**src/sv/strict_table_interp_rate_unit_assert.svh**
```systemverilog
// Assertion macros shared by the rate table interpolation block.
`ifndef STRICT_TABLE_INTERP_RATE_UNIT_ASSERT_SVH
`define STRICT_TABLE_INTERP_RATE_UNIT_ASSERT_SVH
`ifndef NO_ASSERTIONS
`define STIR_ASSERT_IMP(label, ante, cons, msg) \
  label: assert property (@(posedge clk) disable iff (!rst_n) (ante) |-> (cons)) \
    else $error(msg);
`define STIR_ASSERT_NXT(label, ante, cons, msg) \
  label: assert property (@(posedge clk) disable iff (!rst_n) (ante) |=> (cons)) \
    else $error(msg);
`else
`define STIR_ASSERT_IMP(label, ante, cons, msg)
`define STIR_ASSERT_NXT(label, ante, cons, msg)
`endif
`endif

```
**src/sv/stir_pkg.sv**
```systemverilog
// Shared types and constants of the rate table interpolation block.
`timescale 1ns / 1ps
package stir_pkg;

  // One table breakpoint: energy and rate, both Q16.16 signed
  typedef struct packed {
    logic signed [31:0] x;
    logic signed [31:0] y;
  } entry_t;

  localparam int LIMBS     = 5;
  localparam int PROD_W    = 32 * LIMBS;
  localparam int DIV_NUM_W = 65;

  // 1/N_A scaled by 2^112
  localparam logic [63:0] INV_NA   = 64'd8622011782;
  localparam logic [62:0] PROG_MAX = {63{1'b1}};

  localparam logic KIND_LOAD = 1'b0;
  localparam logic KIND_EVAL = 1'b1;

  localparam logic REG_NUM_POINTS   = 1'b0;
  localparam logic REG_OUTPUT_SHIFT = 1'b1;

  localparam logic [2:0] STAT_OK        = 3'd0;
  localparam logic [2:0] STAT_RANGE     = 3'd1;
  localparam logic [2:0] STAT_NEG_DENS  = 3'd2;
  localparam logic [2:0] STAT_NEG_CONC  = 3'd3;
  localparam logic [2:0] STAT_NEG_RATE  = 3'd4;

endpackage

```
**src/sv/stir_cell.sv**
```systemverilog
// One table cell: holds a breakpoint and passes it to its neighbor on rotate.
`timescale 1ns / 1ps
module stir_cell (
  input  logic            clk,
  input  logic            wr_en,
  input  stir_pkg::entry_t wr_d,
  input  logic            shift_en,
  input  stir_pkg::entry_t nb_d,
  output stir_pkg::entry_t q
);

  stir_pkg::entry_t q_r;

  // Load a breakpoint, or take the neighbor's entry while rotating
  always_ff @(posedge clk) begin
    if (wr_en) begin
      q_r <= wr_d;
    end else if (shift_en) begin
      q_r <= nb_d;
    end
  end

  assign q = q_r;

endmodule

```
**config.mk**
```make
export PLATFORM = sky130hd
export DESIGN_NAME = stir_cell
export DESIGN_NICKNAME = d
export VERILOG_FILES = /design/src/sv/strict_table_interp_rate_unit_assert.svh /design/src/sv/stir_pkg.sv /design/src/sv/stir_cell.sv
export SDC_FILE = /design/constraint.sdc
export NUM_CORES = 1
export LEC_CHECK = 0
export ABC_AREA = 1
export BUFFER_PORTS_ARGS = -buffer_cell sky130_fd_sc_hd__buf_2
export CAP_MARGIN = 20
export CORE_ASPECT_RATIO = 0.6
export CORE_MARGIN = 10
export CORE_UTILIZATION = 41
export DETAILED_ROUTE_END_ITERATION = 6
export GPL_ROUTABILITY_DRIVEN = 0
export GPL_TIMING_DRIVEN = 0
export PLACE_DENSITY = 0.8
export SYNTH_ARGS = -nofsm -noshare
export SYNTH_HDL_FRONTEND = slang
export SYNTH_SLANG_ARGS = --single-unit
```
**constraint.sdc**
```tcl
create_clock -name clk -period 2.2 [get_ports clk]
set_input_delay 0.22 -clock clk [delete_from_list [all_inputs] [get_ports clk]]
set_output_delay 0.22 -clock clk [all_outputs]
set_load 0.1 [all_outputs]
```
# [Word level (Yosys, flattened, before mapping)]
# Cells that the tools add are included.
[classes] mux=2 reduce_logical=1
[op_table] operator="$mux 64" n=2
[op_table] operator="$reduce_bool 2->1" n=1
[word_totals] regBits=64 inputBits=131 out_inout_bits=64 elab_cells=5

# [Depth between registers and ports, before layout]
[logic_depth] depth_word=2 mapped_depth=4 ltp_nobuf=3

# [Worst setup path after synthesis]
# Ideal clock, no wire load.
[synth_path] path_kind="input to register" start="input wr_en" end="register q_r, in the netlist q[0] (enable)" setup_ps=394 arrival_ps=1187 required_ps=1806 path_slack_ps=619 cell_stages=2 n_path_buf=1 cell_sequence="buf_6 or2_2"
[synth_via] elab_chain_len=1
[synth_lines] element="start: declaration" line="stir_cell.sv:5" source="input logic wr_en,"
[synth_lines] element="$reduce_bool 2->1 (no source line)"
[synth_lines] element="end signal: assignment" line="stir_cell.sv:17" source="q_r <= wr_d;"
[synth_lines] element="end signal: assignment" line="stir_cell.sv:19" source="q_r <= nb_d;"
[synth_lines] element="end: declaration" line="stir_cell.sv:12" source="stir_pkg::entry_t q_r;"
# No other way between the ends.
# A chain may end at the register's enable or synchronous reset.

# [Final worst setup path]
[layout_path] start="input wr_en" end="register q_r, in the netlist q[43] (enable)"
# Same word-level chain as after synthesis.

==> run_results.csv <==
group,metric,value,unit
run_status,result_of_the_run,"complete, no violations",
critical_path,wp_buf_inv,3,
floorplanning,placementRows,23,
synthesis,cell_taking_the_most_area_after_synthesis,"edfxtp_1",
critical_path,crit_path_top_delay_cell,"or2_2",
global_routing,grt_start_max_net_pins,35,
critical_path,worstPathCellList,"buf_2, buf_6, or2_2, buf_12",
hold_path,hold_class,"in2reg",
hold_path,min-delay-start,"nb_d[56]",
global_routing,first_global_vias,2728,
sta,timing.final.ws_setup,758,ps
detailed_routing,detail_route.vias_per_cell,4.46,
synthesis,ys.flop_type,"edfxtp_1",
synthesis,xor_and_xnor_fraction_of_the_mapped_netlist_area,0,
synthesis,synth-edff-count,64,
detailed_routing,num_vias,2535,
clock_network,cts_inserted_buffers,9,
synthesis,synth.cell_area,2760,sq um
detailed_routing,drc_errors,0,
place,detailedPlacementHpwl,7.12,mm
sta,maxSlewViolCount,0,
cells_and_area,largest_reg_flops,64,
clock_network,post_cts.repair.setup_buffers,0,
synthesis,syn_area_per_cell,10.2,sq um
flow_run,maxCapViolCount,0,
global_routing,gr-total-overflow,0,
clock_network,clock_tree_sinks,64,
pwr,worst_supply_voltage_drop_on_vdd,0.468,mV
detailed_routing,drt-initial-drc-count,70,
synthesis,synth.distinct_cells,6,
synthesis,simple_gate_portion_of_the_synthesized_area,0.264,
cells_and_area,nNetsFinal,608,
synthesis,synthDominantCellAreaShare,0.698,
global_routing,grt_first_pass_wirelength,13.5,mm
detailed_routing,avgRoutedWirePerCell,15.3,um
pwr,pwr_density_cell,932,nW/um^2
detailed_routing,wirelength,8.69,mm
sta,max_slew_margin,0.489,
critical_path,critical_path_arrival,1460,ps
sta,worst_slew_pin_slew,766,ps
synthesis,syn_nets,402,
detailed_routing,drt_pre_antenna_iters,4,
clock_network,ctsLongestPathBuffers,2,
sta,timing.hold.ws,157,ps
sta,fin_setup_tns,0,ps
synthesis,netlist_top_cells_area,"edfxtp_1, nand2_1, buf_6, buf_2, or2_2",
critical_path,cp_data_required_time,2220,ps
synthesis,synth_warnings,0,
clock_network,cts_tree,"done",
sta,timing.final.setup_violations,0,
floorplanning,placeableCoreArea,6590,sq um
synthesis,synth_fa_ha_area_frac,0,
sta,fin_crit_sh,0.656,
clock_network,cts.clk_slew.worst_paths,60,ps
hold_path,min_path_cells,3,
detailed_routing,ant_nets,0,
floorplanning,initial_core_utilization,0.418,
clock_network,cts_hold_fix_bufs,0,
sta,rsz0062_at_grt,"no",
critical_path,setup.worst_path.end_class,"flop",
synthesis,synth_top_family_by_area,"simple AND/OR/NAND/NOR gates",
cells_and_area,drive_above_1_share,0.464,
synthesis,synth.area.mux_share,0,
place,dp_slack,403,ps
place,dp_cells,553,
critical_path,timing.critical_path.fanout_max,34,
floorplanning,num_io_pins,195,
sta,maximum_clock_rate,693,MHz
global_routing,grt_antenna_before_repair,0,
synthesis,number_of_register_bits_inferred_by_synthesis,64,
synthesis,netlist_instances,271,
sta,finalHoldViolations,0,
cells_and_area,fillCellCount,593,
synthesis,synth_seq_area_share,0.698,
critical_path,cpLargestDelayFamily,"simple AND/OR/NAND/NOR gates",
floorplanning,floorplan.die.width,126,um
clock_network,clk_root_buffer_cell,"clkbuf_8",
critical_path,start_kind,"input port",
synthesis,yosys.cell_count.top_type,"nand2_1",
cells_and_area,fin_util,0.608,
cells_and_area,seqCellArea,1920,sq um
pwr,total_leakage_power,2.15,nW
cells_and_area,syn2layout_area_growth,45.5,%
sta,period_minus_slack,1440,ps
cells_and_area,antenna-diode-count,0,
place,io_buffers,194,
synthesis,synth_area_in_compound_gates,0,
floorplanning,die-area,10500,sq um
global_routing,grt_use_total,0.160,
cells_and_area,multi_input_area,727,sq um
floorplanning,dieHeight,83.5,um
hold_path,whs_endpoint,"q[56]",
clock_network,htreeDepth,3,
critical_path,max_stage_delay,640,ps
critical_path,path_class,"in2reg",
synthesis,async_reset_ff_frac,0,
clock_network,cts_resized,0,
synthesis,synth.cells.most_frequent,"nand2_1, edfxtp_1, buf_2",
cells_and_area,final-instance-count-excl-fill,568,
per-stage QoR:
stage,instance area (sq um),power [mW]
final,4010,3.74
after global routing,4010,3.90
after CTS,4010,3.78
after detailed placement,3850,2.97
after global placement,3830,2.95
after floorplan,2760,2.67
cell type report:
type                       count  share of cell area
clock inverter                 4             0.00562
clock buffer                  11              0.0328
timing repair buffer         195               0.247
buffer                        13              0.0256
sequential                    64               0.479
inverter                       1            0.000936
tap                           87              0.0272
multi-input combinational    193               0.181
logic make-up (layout without fill, tap and decap cells):
kind of cell / Yosys count / count (layout)
flip-flops: 64 / 64
buffers and inverters: 14 / 224
AND/OR/NAND/NOR: 193 / 193
worst min-delay path, cell delays in order:
cell and delay [ps]:
buf_2 70, nand2_1 40, nand2_1 40
cells in the final DEF (no fill, tap or decap):
master	netlist	routed
buf_2	7	201
nand2_1	192	192
edfxtp_1	64	64
clkbuf_8	0	9
buf_6	6	6
clkinv_2	0	3
clkbuf_1	0	2
inv_2	1	1
or2_2	1	1
clkinvlp_4	0	1
buf_12	0	1
worst max path at each step:
stage / start / to / slack (ps) / cells past startpoint
after floorplan: wr_en / q[0] / 620 / 2
after global placement: wr_en / q[43] / 150 / 3
after detailed placement: wr_en / q[43] / 400 / 4
after CTS: wr_en / q[7] / 760 / 4
after global routing: wr_en / q[7] / 680 / 4
final: wr_en / q[43] / 760 / 4
metal layers:
layer  vias to the layer above  part of all wire  track usage
li1                       1282                 -            -
met5                         -                 0            0
met1                      1105              0.39        0.172
met2                       141              0.46        0.258
met4                         0            0.0073       0.0433
met3                         7              0.14        0.102
report_power, final:
part / switching, mW / leakage (nW) / internal [mW]
logic: 1.18 / 1.41 / 0.224
registers: 0.0307 / 0.659 / 1.50
clock network: 0.406 / 0.0789 / 0.397
total: 1.62 / 2.15 / 2.12
Power figures use the tool's default switching activity.
