[src/sv/strict_table_interp_rate_unit_assert.svh]
// Assertion macros shared by the rate table interpolation block.
`ifndef STRICT_TABLE_INTERP_RATE_UNIT_ASSERT_SVH
`define STRICT_TABLE_INTERP_RATE_UNIT_ASSERT_SVH
`ifndef NO_ASSERTIONS
`define STIR_ASSERT_IMP(label, ante, cons, msg) \
  label: assert property (@(posedge clk) disable iff (!rst_n) (ante) |-> (cons)) \
    else $error(msg);
`define STIR_ASSERT_NXT(label, ante, cons, msg) \
  label: assert property (@(posedge clk) disable iff (!rst_n) (ante) |=> (cons)) \
    else $error(msg);
`else
`define STIR_ASSERT_IMP(label, ante, cons, msg)
`define STIR_ASSERT_NXT(label, ante, cons, msg)
`endif
`endif

[src/sv/stir_pkg.sv]
// Shared types and constants of the rate table interpolation block.
`timescale 1ns / 1ps
package stir_pkg;

  // One table breakpoint: energy and rate, both Q16.16 signed
  typedef struct packed {
    logic signed [31:0] x;
    logic signed [31:0] y;
  } entry_t;

  localparam int LIMBS     = 5;
  localparam int PROD_W    = 32 * LIMBS;
  localparam int DIV_NUM_W = 65;

  // 1/N_A scaled by 2^112
  localparam logic [63:0] INV_NA   = 64'd8622011782;
  localparam logic [62:0] PROG_MAX = {63{1'b1}};

  localparam logic KIND_LOAD = 1'b0;
  localparam logic KIND_EVAL = 1'b1;

  localparam logic REG_NUM_POINTS   = 1'b0;
  localparam logic REG_OUTPUT_SHIFT = 1'b1;

  localparam logic [2:0] STAT_OK        = 3'd0;
  localparam logic [2:0] STAT_RANGE     = 3'd1;
  localparam logic [2:0] STAT_NEG_DENS  = 3'd2;
  localparam logic [2:0] STAT_NEG_CONC  = 3'd3;
  localparam logic [2:0] STAT_NEG_RATE  = 3'd4;

endpackage

[src/sv/stir_div.sv]
// Bit-serial restoring divider, one quotient bit per cycle.
`timescale 1ns / 1ps
module stir_div (
  input  logic                           clk,
  input  logic                           rst_n,
  input  logic                           start,
  input  logic [stir_pkg::DIV_NUM_W-1:0] num,
  input  logic [31:0]                    den,
  output logic                           done,
  output logic [stir_pkg::DIV_NUM_W-1:0] quo
);

  localparam int NW = stir_pkg::DIV_NUM_W;

  logic          busy_r;
  logic          done_r;
  logic [6:0]    cnt_r;
  logic [31:0]   den_r;
  logic [31:0]   rem_r;
  logic [NW-1:0] quo_r;
  logic [32:0]   trial;
  logic [33:0]   diff;

  // Bring down the next numerator bit and try the subtraction
  assign trial = {rem_r, quo_r[NW-1]};
  assign diff  = {1'b0, trial} - {2'b00, den_r};

  always_ff @(posedge clk) begin
    if (!rst_n) begin
      busy_r <= 1'b0;
      done_r <= 1'b0;
      cnt_r  <= '0;
    end else begin
      done_r <= 1'b0;
      if (start) begin
        busy_r <= 1'b1;
        cnt_r  <= '0;
        rem_r  <= '0;
        quo_r  <= num;
        den_r  <= den;
      end else if (busy_r) begin
        if (!diff[33]) begin
          rem_r <= diff[31:0];
          quo_r <= {quo_r[NW-2:0], 1'b1};
        end else begin
          rem_r <= trial[31:0];
          quo_r <= {quo_r[NW-2:0], 1'b0};
        end
        if (cnt_r == 7'(NW - 1)) begin
          busy_r <= 1'b0;
          done_r <= 1'b1;
        end else begin
          cnt_r <= cnt_r + 7'd1;
        end
      end
    end
  end

  assign done = done_r;
  assign quo  = quo_r;

endmodule

[config.mk]
export PLATFORM = sky130hd
export DESIGN_NAME = stir_div
export DESIGN_NICKNAME = d
export VERILOG_FILES = /design/src/sv/strict_table_interp_rate_unit_assert.svh /design/src/sv/stir_pkg.sv /design/src/sv/stir_div.sv
export SDC_FILE = /design/constraint.sdc
export NUM_CORES = 1
export LEC_CHECK = 0
export BUFFER_PORTS_ARGS = -buffer_cell sky130_fd_sc_hd__buf_2
export CELL_PAD_IN_SITES_DETAIL_PLACEMENT = 1
export CELL_PAD_IN_SITES_GLOBAL_PLACEMENT = 1
export CORE_MARGIN = 4
export CORE_UTILIZATION = 41
export DETAILED_ROUTE_END_ITERATION = 7
export PLACE_DENSITY = 0.85
export SYNTH_ARGS = -nofsm -noshare
export SYNTH_HDL_FRONTEND = slang
export SYNTH_SLANG_ARGS = --single-unit
[constraint.sdc]
create_clock -name clk -period 5.5 [get_ports clk]
set_input_delay 1.1 -clock clk [delete_from_list [all_inputs] [get_ports clk]]
set_output_delay 1.1 -clock clk [all_outputs]
set_load 0.1 [all_outputs]
After elaboration in Yosys (flattened, before gate mapping) --
Index checks and enable logic that the tools add are counted.
Cells by class: add/subtract/negate cells 2, $mul 0, divide/modulo/power cells 0, order comparisons 0, equal/unequal tests 1, shift operators 0, mux-type cells 9, bitwise logic cells 3, reduce and logical (&&, ||, !) cells 6
Operators with widths (count):
- 65-bit two-way mux | 2
- 32-bit two-way mux | 2
- 33-bit by 32-bit subtractor with 34-bit output | 1
- 7-bit by 1-bit adder with 7-bit output (second input constant) | 1
- 7-bit == test (second input constant) | 1
- 2-bit AND reduction | 3
- 1-bit two-way mux | 5
- 1-bit inverter | 3
- 3-bit OR reduction | 1
- 2-bit nonzero test | 1
- 2-bit OR reduction | 1
Word-level totals: flip-flop bits (word level) 138, bits in latches 0, bits in writable memories 0, memory bits (read-only) 0, input bits 100, output and inout bits 66, logic and storage cells 27, memories 0

Depth between registers and ports, before layout --
depth in word-level cells 4, gate-level depth with buffers 12, depth with buffers taken out 12

Worst setup path before layout --
No wires, ideal clock.
path type input-to-reg, start in start, end reg quo_r[0], in the netlist quo[0], enable pin, library setup time 0.463 ns, arrival 4.211 ns, data required time 5.037 ns, slack 0.826 ns, stages 4, buffers on the path 3, path through clkbuf_1 -> clkbuf_1 -> clkbuf_1 -> o21a_1
On the way: word-level cells in the longest chain between the ends 2
RTL lines:
- start: declaration | line stir_div.sv:6 | input logic start,
- 2-bit nonzero test (no line)
- 2-bit AND reduction (no line)
- end signal: assignment | line stir_div.sv:39 | quo_r <= num;
- end signal: assignment | line stir_div.sv:44 | quo_r <= {quo_r[NW-2:0], 1'b1};
- end signal: assignment | line stir_div.sv:47 | quo_r <= {quo_r[NW-2:0], 1'b0};
- end: declaration | line stir_div.sv:20 | logic [NW-1:0] quo_r;
No other way between the ends. A chain may end at the register's enable or synchronous reset.

Worst setup path after layout --
start reg rem_r[1], end reg rem_r[27], data pin
On the way: word-level cells in the longest chain between the ends 3
RTL lines:
- start: declaration | line stir_div.sv:19 | logic [31:0] rem_r;
- start signal: assignment | line stir_div.sv:43 | rem_r <= diff[31:0];
- start signal: assignment | line stir_div.sv:46 | rem_r <= trial[31:0];
- 33-bit by 32-bit subtractor with 34-bit output | line stir_div.sv:26 | assign diff = {1'b0, trial} - {2'b00, den_r};
- 32-bit two-way mux | line stir_div.sv:42 | if (!diff[33]) begin
- 32-bit two-way mux | line stir_div.sv:41 | end else if (busy_r) begin
No other way between the ends. The select of a mux whose other input is x is not followed.

==> out/summary.log <==
INFO  grt            grt_pass1_vias=6260
INFO  placement      detailed_place.area=0.00856mm2
INFO  synth          synth_cells=628
INFO  cts            clock_path_buffers=2
INFO  cts            tritoncts=built
INFO  floorplanning  io_pins=166
INFO  sta            rsz0062_at_grt=no
INFO  cts            cts-resized-gates=0
INFO  route          detail_route.wl_per_cell=21.8um
INFO  worst_setup_path worst-setup-path-type=reg2reg
INFO  grt            maximum_number_of_pins_on_one_net_before_global_route_repair=59
INFO  route          via_per_inst=5.48
INFO  sta            setup-violations-final=0
INFO  worst_setup_path crit_arrival=3.73ns
INFO  floorplanning  rows=49
INFO  finish         final_core_utilization=50.8%
INFO  job            drv_cap=0
INFO  synth          yosysWarningCount=0
INFO  grt            antenna_found_initial=4
INFO  cts            post-cts-setup-buffer-count=0
INFO  pwr            power.static_leakage=3.82nW
INFO  worst_setup_path path_cells=ha_1 > a21oi_2 > a2111oi_4 > o21ai_1 > nand2_2 > a211oi_4 > buf_4 > nor3_1 > a221o_1
INFO  worst_setup_path timing.critical_path.from_type=flop
INFO  finish         final_area=0.00916mm2
INFO  hold_path      hold-path-cell-count=2
INFO  worst_setup_path crit_path_max_fanout=21
INFO  sta            timing.final.crit_period=3.56ns
INFO  sta            final.setup_skew=0.00951ns
INFO  cts            numCtsBuffers=17
INFO  finish         drive_above_1_share=35.5%
INFO  grt            overflow=0
INFO  sta            max_freq=0.281GHz
INFO  worst_setup_path path_delay_family=compound AO/OA/AOI/OAI gates
INFO  cts            cts_root_buf=clkbuf_16
INFO  worst_setup_path timing.critical_path.buf_inv=1
INFO  synth          yosys_register_bits=138
INFO  sta            tightestPinTransition=0.872ns
INFO  worst_setup_path worst-r2r-setup-slack=1.94ns
INFO  worst_setup_path timing.critical_path.to_type=flop
INFO  synth          synth-simple-area-share=8.99%
INFO  synth          yosys_cell_types=59
INFO  synth          dominantRegCellSynth=edfxtp_1
INFO  synth          ys_seq_area_share=53.8%
INFO  synth          post_synth.cell_area_avg=12.0um2
INFO  hold_path      hp-start=busy_r
INFO  placement      dp.final_hpwl=15.5mm
INFO  synth          post_synth_instance_area=0.00753mm2
INFO  grt            first_pass_grt_wire_length=35.4mm
INFO  synth          main_combinational_cell_family_by_area_after_synthesis=compound AO/OA/AOI/OAI gates
INFO  route          drt_drc_violations_left=0
INFO  cts            htreeDepth=4
INFO  synth          synthArstFlopShare=0%
INFO  worst_setup_path slowest_delay=0.78ns
INFO  synth          area_fraction_in_compound_gates_after_synthesis=12.3%
INFO  cts            cts.sink_count=138
INFO  worst_setup_path critPathRequiredTime=5.67ns
INFO  floorplanning  dieWidth=144um
INFO  floorplanning  starting_density=41.8%
INFO  sta            final-max-slew-violation-count=0
INFO  worst_setup_path worstReg2RegStart=rem_r[1]
INFO  synth          synth.area.mux_share=11.5%
INFO  synth          synth_edf_count=129
INFO  route          route.antenna.remaining_nets=0
INFO  synth          synthXorXnorAreaFrac=3.37%
INFO  finish         filler_cell_count=1963
INFO  synth          yosys.area_share.adder=5.92%
INFO  placement      io_buffer_count=165
INFO  pwr            max_ir_drop_vdd=0.259mV
INFO  sta            totalNegativeSetupSlack=0ns
INFO  cts            cts_hold_buffers=0
INFO  route          drtPass1Iterations=5
INFO  worst_setup_path library_cell_contributing_the_largest_single_delay_on_the_critical_path=a211oi_4
INFO  sta            holdWs=0.553ns
INFO  pwr            powerDensity=372mW/mm2
INFO  placement      place.gp.congestion=0.857
INFO  floorplanning  design.core.area=0.0180mm2
INFO  grt            grt.total_usage=22.3%
INFO  sta            final_min_period_over_clock_period=64.8%
INFO  cts            clock_pin_slew_worst_setup_and_hold_paths=0.07ns
INFO  sta            report.final.hold_viol_count=0
INFO  route          drt_first_iter_violations=363
INFO  worst_setup_path critical_path.reg2reg.endpoint=rem_r[27]
INFO  synth          synth_fp_nets=763
INFO  finish         design.final.nets=924
INFO  run_status     outcome=completed
INFO  worst_setup_path reg2reg_path_depth=9
INFO  floorplanning  dieHeight=144um
INFO  route          postRouteWirelength=22.5mm
INFO  floorplanning  fp.dieArea=0.0206mm2
INFO  sta            timing.max_slew.rel_slack=41.7%
INFO  cts            clk-insertion-delay-late=0.43ns
INFO  hold_path      worst_hold_path_type=reg2reg
INFO  hold_path      hold-path-endpoint=done
INFO  route          vias=5657
INFO  finish         areaGrowthSynthToFinish=21.7%
## synth_stat cells (all sizes together) (2+ instances only)
cell type	count	area [um2]
a2111oi	2	55.1
a211o	2	17.5
a211oi	6	55.1
a21boi	3	22.5
a21o	22	165
a21oi	57	297
a221o	3	30.0
a31o	2	17.5
a31oi	2	12.5
and2	5	31.3
and3	3	18.8
buf	11	70.1
clkbuf	17	63.8
dfxtp	9	180
edfxtp	129	3870
ha	34	425
inv	46	173
mux2	65	732
mux2i	13	130
nand2	30	115
nand2b	2	12.5
nand3	5	25.0
nand3b	2	18.8
nand4	10	62.6
nor2	53	199
nor2b	4	25.0
nor3	11	65.1
nor4b	4	41.3
o211ai	3	27.5
o21a	3	22.5
o21ai	19	106
o21bai	3	22.5
o22ai	3	18.8
or2	2	12.5
or3	3	18.8
xnor2	22	193
xor2	7	61.3
## layout make-up
| cell class | count | area (um2) | share of cell area, % |
|---|---|---|---|
| multi-input combinational | 416 | 3180 | 34.7 |
| timing repair buffer | 170 | 866 | 9.45 |
| inverter | 46 | 173 | 1.88 |
| clock inverter | 13 | 156 | 1.71 |
| tap | 229 | 287 | 3.13 |
| sequential | 138 | 4050 | 44.2 |
| antenna | 1 | 2.50 | 0.0273 |
| clock buffer | 19 | 443 | 4.83 |
## how the worst max path moves through the flow
stage | from | endpoint | cells after the start
6_report | rem_r[1] | rem_r[27] | 9
5_1_grt | den_r[14] | rem_r[27] | 10
2_1_floorplan | start | quo[0] | 4
4_1_cts | den_r[14] | rem_r[27] | 10
3_3_place_gp | rem_r[13] | rem_r[27] | 9
3_5_place_dp | den_r[14] | rem_r[27] | 10
## per-stage QoR
step	setup WS (ns)	power (mW)	std cells
2_1_floorplan	0.826	2.02	628
3_3_place_gp	2.14	2.19	999
3_5_place_dp	1.97	2.22	999
4_1_cts	1.96	3.43	1031
5_1_grt	1.73	3.55	1032
6_report	1.94	3.41	1032
## sequential cells by signal (all words and copies together), names as in the netlist
signal	count
den_r	32
quo	65
cnt_r	7
done	1
rem_r	32
busy_r	1
## tightest hold or removal path, delay by kind of cell, from the launching register on
kind / cells / cell delay (ns)
buffers and inverters: 1 / 0.09
DFF: 1 / 0.35
and+or+nand+nor: 1 / 0.06
## cell usage in the layout, fill, tap and decap left out, types with 5 or more instances in the layout
cell / count
edfxtp_1: 129
mux2i_1: 13
nand4_1: 10
mux2_2: 65
buf_2: 164
dfxtp_1: 9
o21ai_0: 15
xnor2_1: 22
nor2_1: 53
a21oi_1: 54
and2_1: 5
buf_4: 6
ha_1: 34
inv_1: 46
nor3_1: 9
inv_6: 5
nand2_1: 29
a21o_1: 22
clkbuf_16: 17
nand3_1: 5
xor2_1: 7
## power by group
part	total (mW)	leakage, nW	internal [mW]	switching (mW)
registers	1.30	1.31	1.25	0.0429
logic	0.922	2.23	0.296	0.625
clock network	1.19	0.281	0.693	0.495
## routing by layer
metal	vias up	share of wire (%)	global-route usage, %
met1	2782	40	26.5
met5	-	0.067	0
li1	2641	-	-
met4	4	2.9	8.62
met3	47	6.8	6.52
met2	183	50	38.4
## cells by family after synthesis
| family | Yosys count |
|---|---|
| and+or+nand+nor | 138 |
| AOI/OAI and AO/OA | 136 |
| buffers and inverters | 74 |
| adders and majority gates | 35 |
| DFF | 138 |
| xor gates and xnor gates | 29 |
| muxes | 78 |
Note: power is estimated with default switching activity, not from simulation.
