[src/sv/strict_table_interp_rate_unit_assert.svh]
// Assertion macros shared by the rate table interpolation block.
`ifndef STRICT_TABLE_INTERP_RATE_UNIT_ASSERT_SVH
`define STRICT_TABLE_INTERP_RATE_UNIT_ASSERT_SVH
`ifndef NO_ASSERTIONS
`define STIR_ASSERT_IMP(label, ante, cons, msg) \
  label: assert property (@(posedge clk) disable iff (!rst_n) (ante) |-> (cons)) \
    else $error(msg);
`define STIR_ASSERT_NXT(label, ante, cons, msg) \
  label: assert property (@(posedge clk) disable iff (!rst_n) (ante) |=> (cons)) \
    else $error(msg);
`else
`define STIR_ASSERT_IMP(label, ante, cons, msg)
`define STIR_ASSERT_NXT(label, ante, cons, msg)
`endif
`endif

[src/sv/stir_pkg.sv]
// Shared types and constants of the rate table interpolation block.
`timescale 1ns / 1ps
package stir_pkg;

  // One table breakpoint: energy and rate, both Q16.16 signed
  typedef struct packed {
    logic signed [31:0] x;
    logic signed [31:0] y;
  } entry_t;

  localparam int LIMBS     = 5;
  localparam int PROD_W    = 32 * LIMBS;
  localparam int DIV_NUM_W = 65;

  // 1/N_A scaled by 2^112
  localparam logic [63:0] INV_NA   = 64'd8622011782;
  localparam logic [62:0] PROG_MAX = {63{1'b1}};

  localparam logic KIND_LOAD = 1'b0;
  localparam logic KIND_EVAL = 1'b1;

  localparam logic REG_NUM_POINTS   = 1'b0;
  localparam logic REG_OUTPUT_SHIFT = 1'b1;

  localparam logic [2:0] STAT_OK        = 3'd0;
  localparam logic [2:0] STAT_RANGE     = 3'd1;
  localparam logic [2:0] STAT_NEG_DENS  = 3'd2;
  localparam logic [2:0] STAT_NEG_CONC  = 3'd3;
  localparam logic [2:0] STAT_NEG_RATE  = 3'd4;

endpackage

[src/sv/stir_mul.sv]
// Limb-serial multiplier: wide accumulator times a 64-bit operand, 32x32 per cycle.
`timescale 1ns / 1ps
module stir_mul (
  input  logic                        clk,
  input  logic                        rst_n,
  input  logic                        start,
  input  logic [stir_pkg::PROD_W-1:0] a,
  input  logic [63:0]                 m,
  output logic                        done,
  output logic [stir_pkg::PROD_W-1:0] p
);

  localparam int PW = stir_pkg::PROD_W;

  logic          run_r;
  logic [2:0]    j_r;
  logic          c_r;
  logic [PW-1:0] a_r;
  logic [63:0]   m_r;
  logic [63:0]   pp_r;
  logic [2:0]    sh_r;
  logic          ppv_r;
  logic          last_r;
  logic          done_r;
  logic [PW-1:0] sum_r;

  always_ff @(posedge clk) begin
    if (!rst_n) begin
      run_r  <= 1'b0;
      ppv_r  <= 1'b0;
      last_r <= 1'b0;
      done_r <= 1'b0;
      j_r    <= '0;
      c_r    <= 1'b0;
    end else begin
      ppv_r  <= 1'b0;
      last_r <= 1'b0;
      done_r <= last_r;
      // Accumulate the registered partial product at its limb offset
      if (ppv_r) begin
        sum_r <= sum_r + ({{(PW - 64){1'b0}}, pp_r} << {sh_r, 5'd0});
      end
      if (start) begin
        run_r <= 1'b1;
        a_r   <= a;
        m_r   <= m;
        j_r   <= '0;
        c_r   <= 1'b0;
        sum_r <= '0;
      end else if (run_r) begin
        // Form one 32x32 partial product per cycle
        pp_r  <= 64'(a_r[{j_r, 5'd0} +: 32]) * 64'(m_r[{c_r, 5'd0} +: 32]);
        sh_r  <= j_r + {2'b00, c_r};
        ppv_r <= 1'b1;
        if (c_r) begin
          c_r <= 1'b0;
          if (j_r == 3'(stir_pkg::LIMBS - 1)) begin
            run_r  <= 1'b0;
            last_r <= 1'b1;
          end else begin
            j_r <= j_r + 3'd1;
          end
        end else begin
          c_r <= 1'b1;
        end
      end
    end
  end

  assign done = done_r;
  assign p    = sum_r;

endmodule
[config.mk]
export PLATFORM = sky130hd
export DESIGN_NAME = stir_mul
export DESIGN_NICKNAME = d
export VERILOG_FILES = /design/src/sv/strict_table_interp_rate_unit_assert.svh /design/src/sv/stir_pkg.sv /design/src/sv/stir_mul.sv
export SDC_FILE = /design/constraint.sdc
export NUM_CORES = 2
export LEC_CHECK = 0
export ABC_AREA = 0
export BUFFER_PORTS_ARGS = -buffer_cell sky130_fd_sc_hd__buf_2
export CORE_UTILIZATION = 50
export CTS_BUF_LIST = sky130_fd_sc_hd__clkbuf_16
export CTS_CLUSTER_DIAMETER = 50
export DETAILED_ROUTE_END_ITERATION = 6
export GPL_TIMING_DRIVEN = 0
export HOLD_SLACK_MARGIN = 0.06
export PLACE_DENSITY = 0.68
export SYNTH_ARGS = -nofsm -noshare
export SYNTH_HDL_FRONTEND = slang
export SYNTH_SLANG_ARGS = --single-unit
[constraint.sdc]
create_clock -name clk -period 16.9 [get_ports clk]
set_input_delay 1.69 -clock clk [delete_from_list [all_inputs] [get_ports clk]]
set_output_delay 1.69 -clock clk [all_outputs]
set_load 0.005 [all_outputs]
Yosys cells after proc, flatten, opt, wreduce, memory -nomap -nowiden:

Cells that the tools add are included.

* flip-flop bits (word level): 459
* bits of input ports: 227

* shifts and indexed selects: 3
* mux-type cells: 8
* equality and inequality tests: 1
* $add $sub $neg: 3
* bitwise operators: 5
* reductions and logical operators: 7
* multiply operators: 1

Operators by type and width (number)
* 160-bit adder: 1
* 160-bit 2-to-1 mux: 1
* 160-bit by 9-bit variable part select with 32-bit output: 1
* 64-bit by 8-bit << shifter with 160-bit output: 1
* 32-bit by 32-bit multiplier with 64-bit output: 1
* 64-bit by 7-bit variable part select with 32-bit output: 1
* 1-bit 2-to-1 mux: 7
* 3-bit AND reduction: 2
* 1-bit NOT: 5
* 2-bit AND reduction: 2
* 4-bit OR reduction: 1
* 3-bit by 1-bit adder with 3-bit output: 1
* 3-bit by 1-bit adder with 3-bit output, second input constant: 1
* 3-bit == test, second input constant: 1
* 2-bit nonzero test: 1
* 2-bit OR reduction: 1

Depth between registers and ports, before layout:

* depth in word-level cells: 5
* depth in mapped cells: 39
* mapped depth without buffers: 34

Least setup slack after synthesis:

No wires, ideal clock.

* kind: reg2reg
* start: register j_r[0]
* end: register pp_r[59] (data pin)
* path slack: 7.727 ns
* data required time: 16.638 ns
* arrival time: 8.911 ns
* clock period less this slack: 9.173 ns
* stages on the path, launching flop included: 34
* buffers on the path: 5
* path through: dfxtp_1 clkbuf_1 buf_1 mux2i_1 nor2_1 a21oi_1 o21a_1 clkbuf_1 buf_1 nor2_1 fa_1 fa_1 inv_1 fa_1 fa_1 fa_1 inv_1 fa_1 fa_1 fa_1 ha_1 clkbuf_1 a21o_1 a21o_1 a21o_1 a311o_1 a21oi_1 o2111ai_1 nor2_1 nor4_1 or3_1 a21oi_1 o21ai_1 xor2_1

* longest elaborated chain between the ends: 2

RTL lines
* start, declared: RTL line stir_mul.sv:16 `logic [2:0] j_r;`
* start signal, assigned: RTL line stir_mul.sv:61 `j_r <= j_r + 3'd1;`
* 160-bit by 9-bit variable part select with 32-bit output: RTL line stir_mul.sv:52 `pp_r <= 64'(a_r[{j_r, 5'd0} +: 32]) * 64'(m_r[{c_r, 5'd0} +: 32]);`
* 32-bit by 32-bit multiplier with 64-bit output: RTL line stir_mul.sv:52
* end signal, assigned: RTL line stir_mul.sv:52
* end, declared: RTL line stir_mul.sv:20 `logic [63:0] pp_r;`

No other way between the ends.
A chain may end at the register's enable or synchronous reset.

Worst setup path in the final report:

* start: register j_r[0]
* end: register pp_r[57] (data pin)

The elaborated chain is that of the path after synthesis.

==> load_flow_metrics.sql <==
INSERT INTO impl_metrics (metric_group, metric, value, unit) VALUES
('drt', 'drt-wirelength-per-cell', '29.8', 'um'),
('sta', 'timing.final.max_slew_violations', '46', ''),
('worst_setup_path', 'cp_max_fo', '10', ''),
('floorplanning', 'num_io_pins', '388', ''),
('clock_network', 'clk_pin_slew_worst_paths', '0.06', 'ns'),
('global_routing', 'grt_start_max_net_pins', '80', ''),
('finish', 'layout_commonest_cell', 'sky130_fd_sc_hd__nor2_1', ''),
('placement', 'pre_cts_ws', '4.01', 'ns'),
('placement', 'io_buffers', '387', ''),
('worst_setup_path', 'max_stage_delay', '1.04', 'ns'),
('finish', 'fillerInstances', '11100', ''),
('clock_network', 'numCtsBuffers', '57', ''),
('finish', 'multi_input_comb_area', '42400', 'sq um'),
('worst_setup_path', 'critical-path-top-cell-by-count', 'sky130_fd_sc_hd__fa_1', ''),
('sta', 'max-slew-margin-rel', '-7.76', '%'),
('finish', 'finalNetCount', '8644', ''),
('yosys', 'synthesis_stage_register_bit_count', '459', ''),
('worst_setup_path', 'cp.required', '17.32', 'ns'),
('sta', 'period_minus_ws_final', '13.19', 'ns'),
('global_routing', 'gr-total-overflow', '0', ''),
('drt', 'drt_pre_antenna_iters', '6', ''),
('global_routing', 'routing_layer_with_the_top_usage_in_global_route', 'met2', ''),
('finish', 'syn2layout_area_growth', '10.5', '%'),
('yosys', 'ys_types', '78', ''),
('sta', 'final.period_utilization', '78.1', '%'),
('finish', 'final_cell_mix', 'sky130_fd_sc_hd__nor2_1, sky130_fd_sc_hd__inv_1, sky130_fd_sc_hd__fa_1', ''),
('yosys', 'synth_area', '60800', 'sq um'),
('yosys', 'synth_fp_nets', '8173', ''),
('hold_path', 'hp-class', 'register to register', ''),
('finish', 'final_core_utilization', '55.9', '%'),
('drt', 'final_antenna_net_count', '0', ''),
('global_routing', 'antenna_violations_before_repair', '6', ''),
('sta', 'final_report_setup_violation_count', '0', ''),
('clock_network', 'cts_post_setup_buffers_inserted', '0', ''),
('global_routing', 'grtUsageMet1', '50.5', '%'),
('job', 'maxCapViolCount', '9', ''),
('yosys', 'synth-async-reset-ratio', '0', '%'),
('clock_network', 'cts_tree', 'yes', ''),
('finish', 'area_of_all_sequential_standard_cells', '13700', 'sq um'),
('floorplanning', 'initial_core_util', '50.5', '%'),
('sta', 'fin_tns_setup', '0', 'ns'),
('floorplanning', 'die_width', '351', 'um'),
('outcome', 'failed_checks', 'capacitance limit, slew limit', ''),
('finish', 'final_area', '67200', 'sq um'),
('clock_network', 'cts-root-to-sink-buffers', '3', ''),
('yosys', 'synthTopCellsByArea', 'sky130_fd_sc_hd__fa_1, sky130_fd_sc_hd__edfxtp_1, sky130_fd_sc_hd__ha_1', ''),
('yosys', 'synth_sequential_area_ratio', '22.5', '%'),
('worst_setup_path', 'critPathSlowestCell', 'sky130_fd_sc_hd__clkbuf_1', ''),
('sta', 'finalWorstSetupSlack', '3.71', 'ns'),
('drt', 'totalWireLength', '261000', 'um'),
('clock_network', 'clk-insertion-delay-late', '0.70', 'ns'),
('sta', 'timing_hold_violations_final', '0', ''),
('sta', 'worstMarginPinSlew', '1.57', 'ns'),
('global_routing', 'number_of_global_route_vias_before_repair', '52300', ''),
('yosys', 'synth_ff_type', 'sky130_fd_sc_hd__edfxtp_1', ''),
('clock_network', 'ctsHoldBuffers', '0', ''),
('placement', 'placed_cell_area', '65200', 'sq um'),
('floorplanning', 'core-area', '120000', 'sq um'),
('yosys', 'postSynthCellCount', '6623', ''),
('placement', 'place_hpwl', '216000', 'um'),
('global_routing', 'grt_first_pass_wirelength', '367000', 'um'),
('worst_setup_path', 'worstSetupStartpointType', 'register', ''),
('clock_network', 'root_buffer', 'sky130_fd_sc_hd__clkbuf_16', ''),
('clock_network', 'post_cts_resize_count', '0', ''),
('sta', 'rsz0062_at_grt', 'false', ''),
('worst_setup_path', 'crit_type', 'register to register', ''),
('yosys', 'yosys_top_cell_by_area', 'sky130_fd_sc_hd__fa_1', ''),
('yosys', 'synth-edff-count', '451', ''),
('yosys', 'synth_area_per_cell', '9.18', 'sq um'),
('global_routing', 'gr-usage-met3', '10.5', '%'),
('outcome', 'status', 'finished, violations left', '');
-- layer usage --
layer  vias up  part of all wire [%]
met5         -                 0.037
met4        12                   9.7
met3       780                   9.4
met2      2784                    44
met1     25800                    36
li1      22500                     -
-- flip-flops by register name (all words and copies together) (netlist names) --
signal  cells
pp_r       64
sh_r        3
done        1
ppv_r       1
m_r        64
j_r         3
last_r      1
a_r       160
run_r       1
p         160
c_r         1
-- worst paths after layout --
kind | start | endpoint | slack [ns] | cells after the start
worst min register to register | last_r | done | 0.48 | 1
worst max-delay path | j_r[0] | pp_r[57] | 3.71 | 34
worst min-delay path | last_r | done | 0.48 | 1
worst max register to register | j_r[0] | pp_r[57] | 3.71 | 34
-- stage by stage --
stage               cells  hold WS [ns]
floorplan            6623         0.412
global placement     8622         0.426
detailed placement   8647         0.432
CTS                  8752         0.485
global route         8752         0.484
finish               8756         0.478
-- cell families (layout without fill, tap and decap cells) --
logic type | Yosys count | count (layout) | synth area share (%)
mux | 166 | 166 | 2.90
flops | 459 | 459 | 22.5
buf+inv | 1266 | 1783 | 7.83
other cells | 0 | 4 | 0
simple gates | 2137 | 2137 | 14.5
xor+xnor | 207 | 207 | 2.98
compound gates | 1065 | 1065 | 10.9
fa+ha+maj | 1323 | 1323 | 38.3
-- Yosys cell counts, types with 12 or more instances --
cell type,n
sky130_fd_sc_hd__a211oi_1,16
sky130_fd_sc_hd__a21boi_0,16
sky130_fd_sc_hd__a21o_1,110
sky130_fd_sc_hd__a21oi_1,384
sky130_fd_sc_hd__a22o_1,31
sky130_fd_sc_hd__a22oi_1,35
sky130_fd_sc_hd__a31oi_1,24
sky130_fd_sc_hd__and2_1,43
sky130_fd_sc_hd__buf_1,15
sky130_fd_sc_hd__clkbuf_1,305
sky130_fd_sc_hd__edfxtp_1,451
sky130_fd_sc_hd__fa_1,897
sky130_fd_sc_hd__ha_1,426
sky130_fd_sc_hd__inv_1,938
sky130_fd_sc_hd__mux2_2,64
sky130_fd_sc_hd__mux2i_1,95
sky130_fd_sc_hd__nand2_1,739
sky130_fd_sc_hd__nand2b_1,30
sky130_fd_sc_hd__nand3_1,37
sky130_fd_sc_hd__nand4_1,101
sky130_fd_sc_hd__nor2_1,1044
sky130_fd_sc_hd__nor2b_1,30
sky130_fd_sc_hd__nor3_1,44
sky130_fd_sc_hd__nor4_1,17
sky130_fd_sc_hd__o211ai_1,12
sky130_fd_sc_hd__o21a_1,57
sky130_fd_sc_hd__o21ai_0,214
sky130_fd_sc_hd__o21ai_1,16
sky130_fd_sc_hd__o21bai_1,50
sky130_fd_sc_hd__o31ai_1,19
sky130_fd_sc_hd__or3_1,14
sky130_fd_sc_hd__xnor2_1,122
sky130_fd_sc_hd__xor2_1,85
-- worst max-delay path, delay by kind of cell (launching register included) --
kind	cells	cell delay, ns
AO/OA/AOI/OAI	7	2.05
XOR/XNOR	1	0.15
adder cells (fa/ha/maj)	9	4.53
buffers and inverters	9	3.74
flip-flops	1	0.49
multiplexers	1	0.28
AND/OR/NAND/NOR	7	1.63
-- cell type report --
cell class	instances	area share, %
multi-input combinational	4898	63.1
sequential	459	20.4
inverter	938	5.24
timing repair buffer	412	3.44
tap	1612	3.00
clock buffer	57	2.12
buffer	328	1.85
clock inverter	48	0.832
antenna	4	0.0149
Power is left out: the tool's default activity adds up to more than one toggle a clock period on the data nets, which glitch-free logic cannot reach.
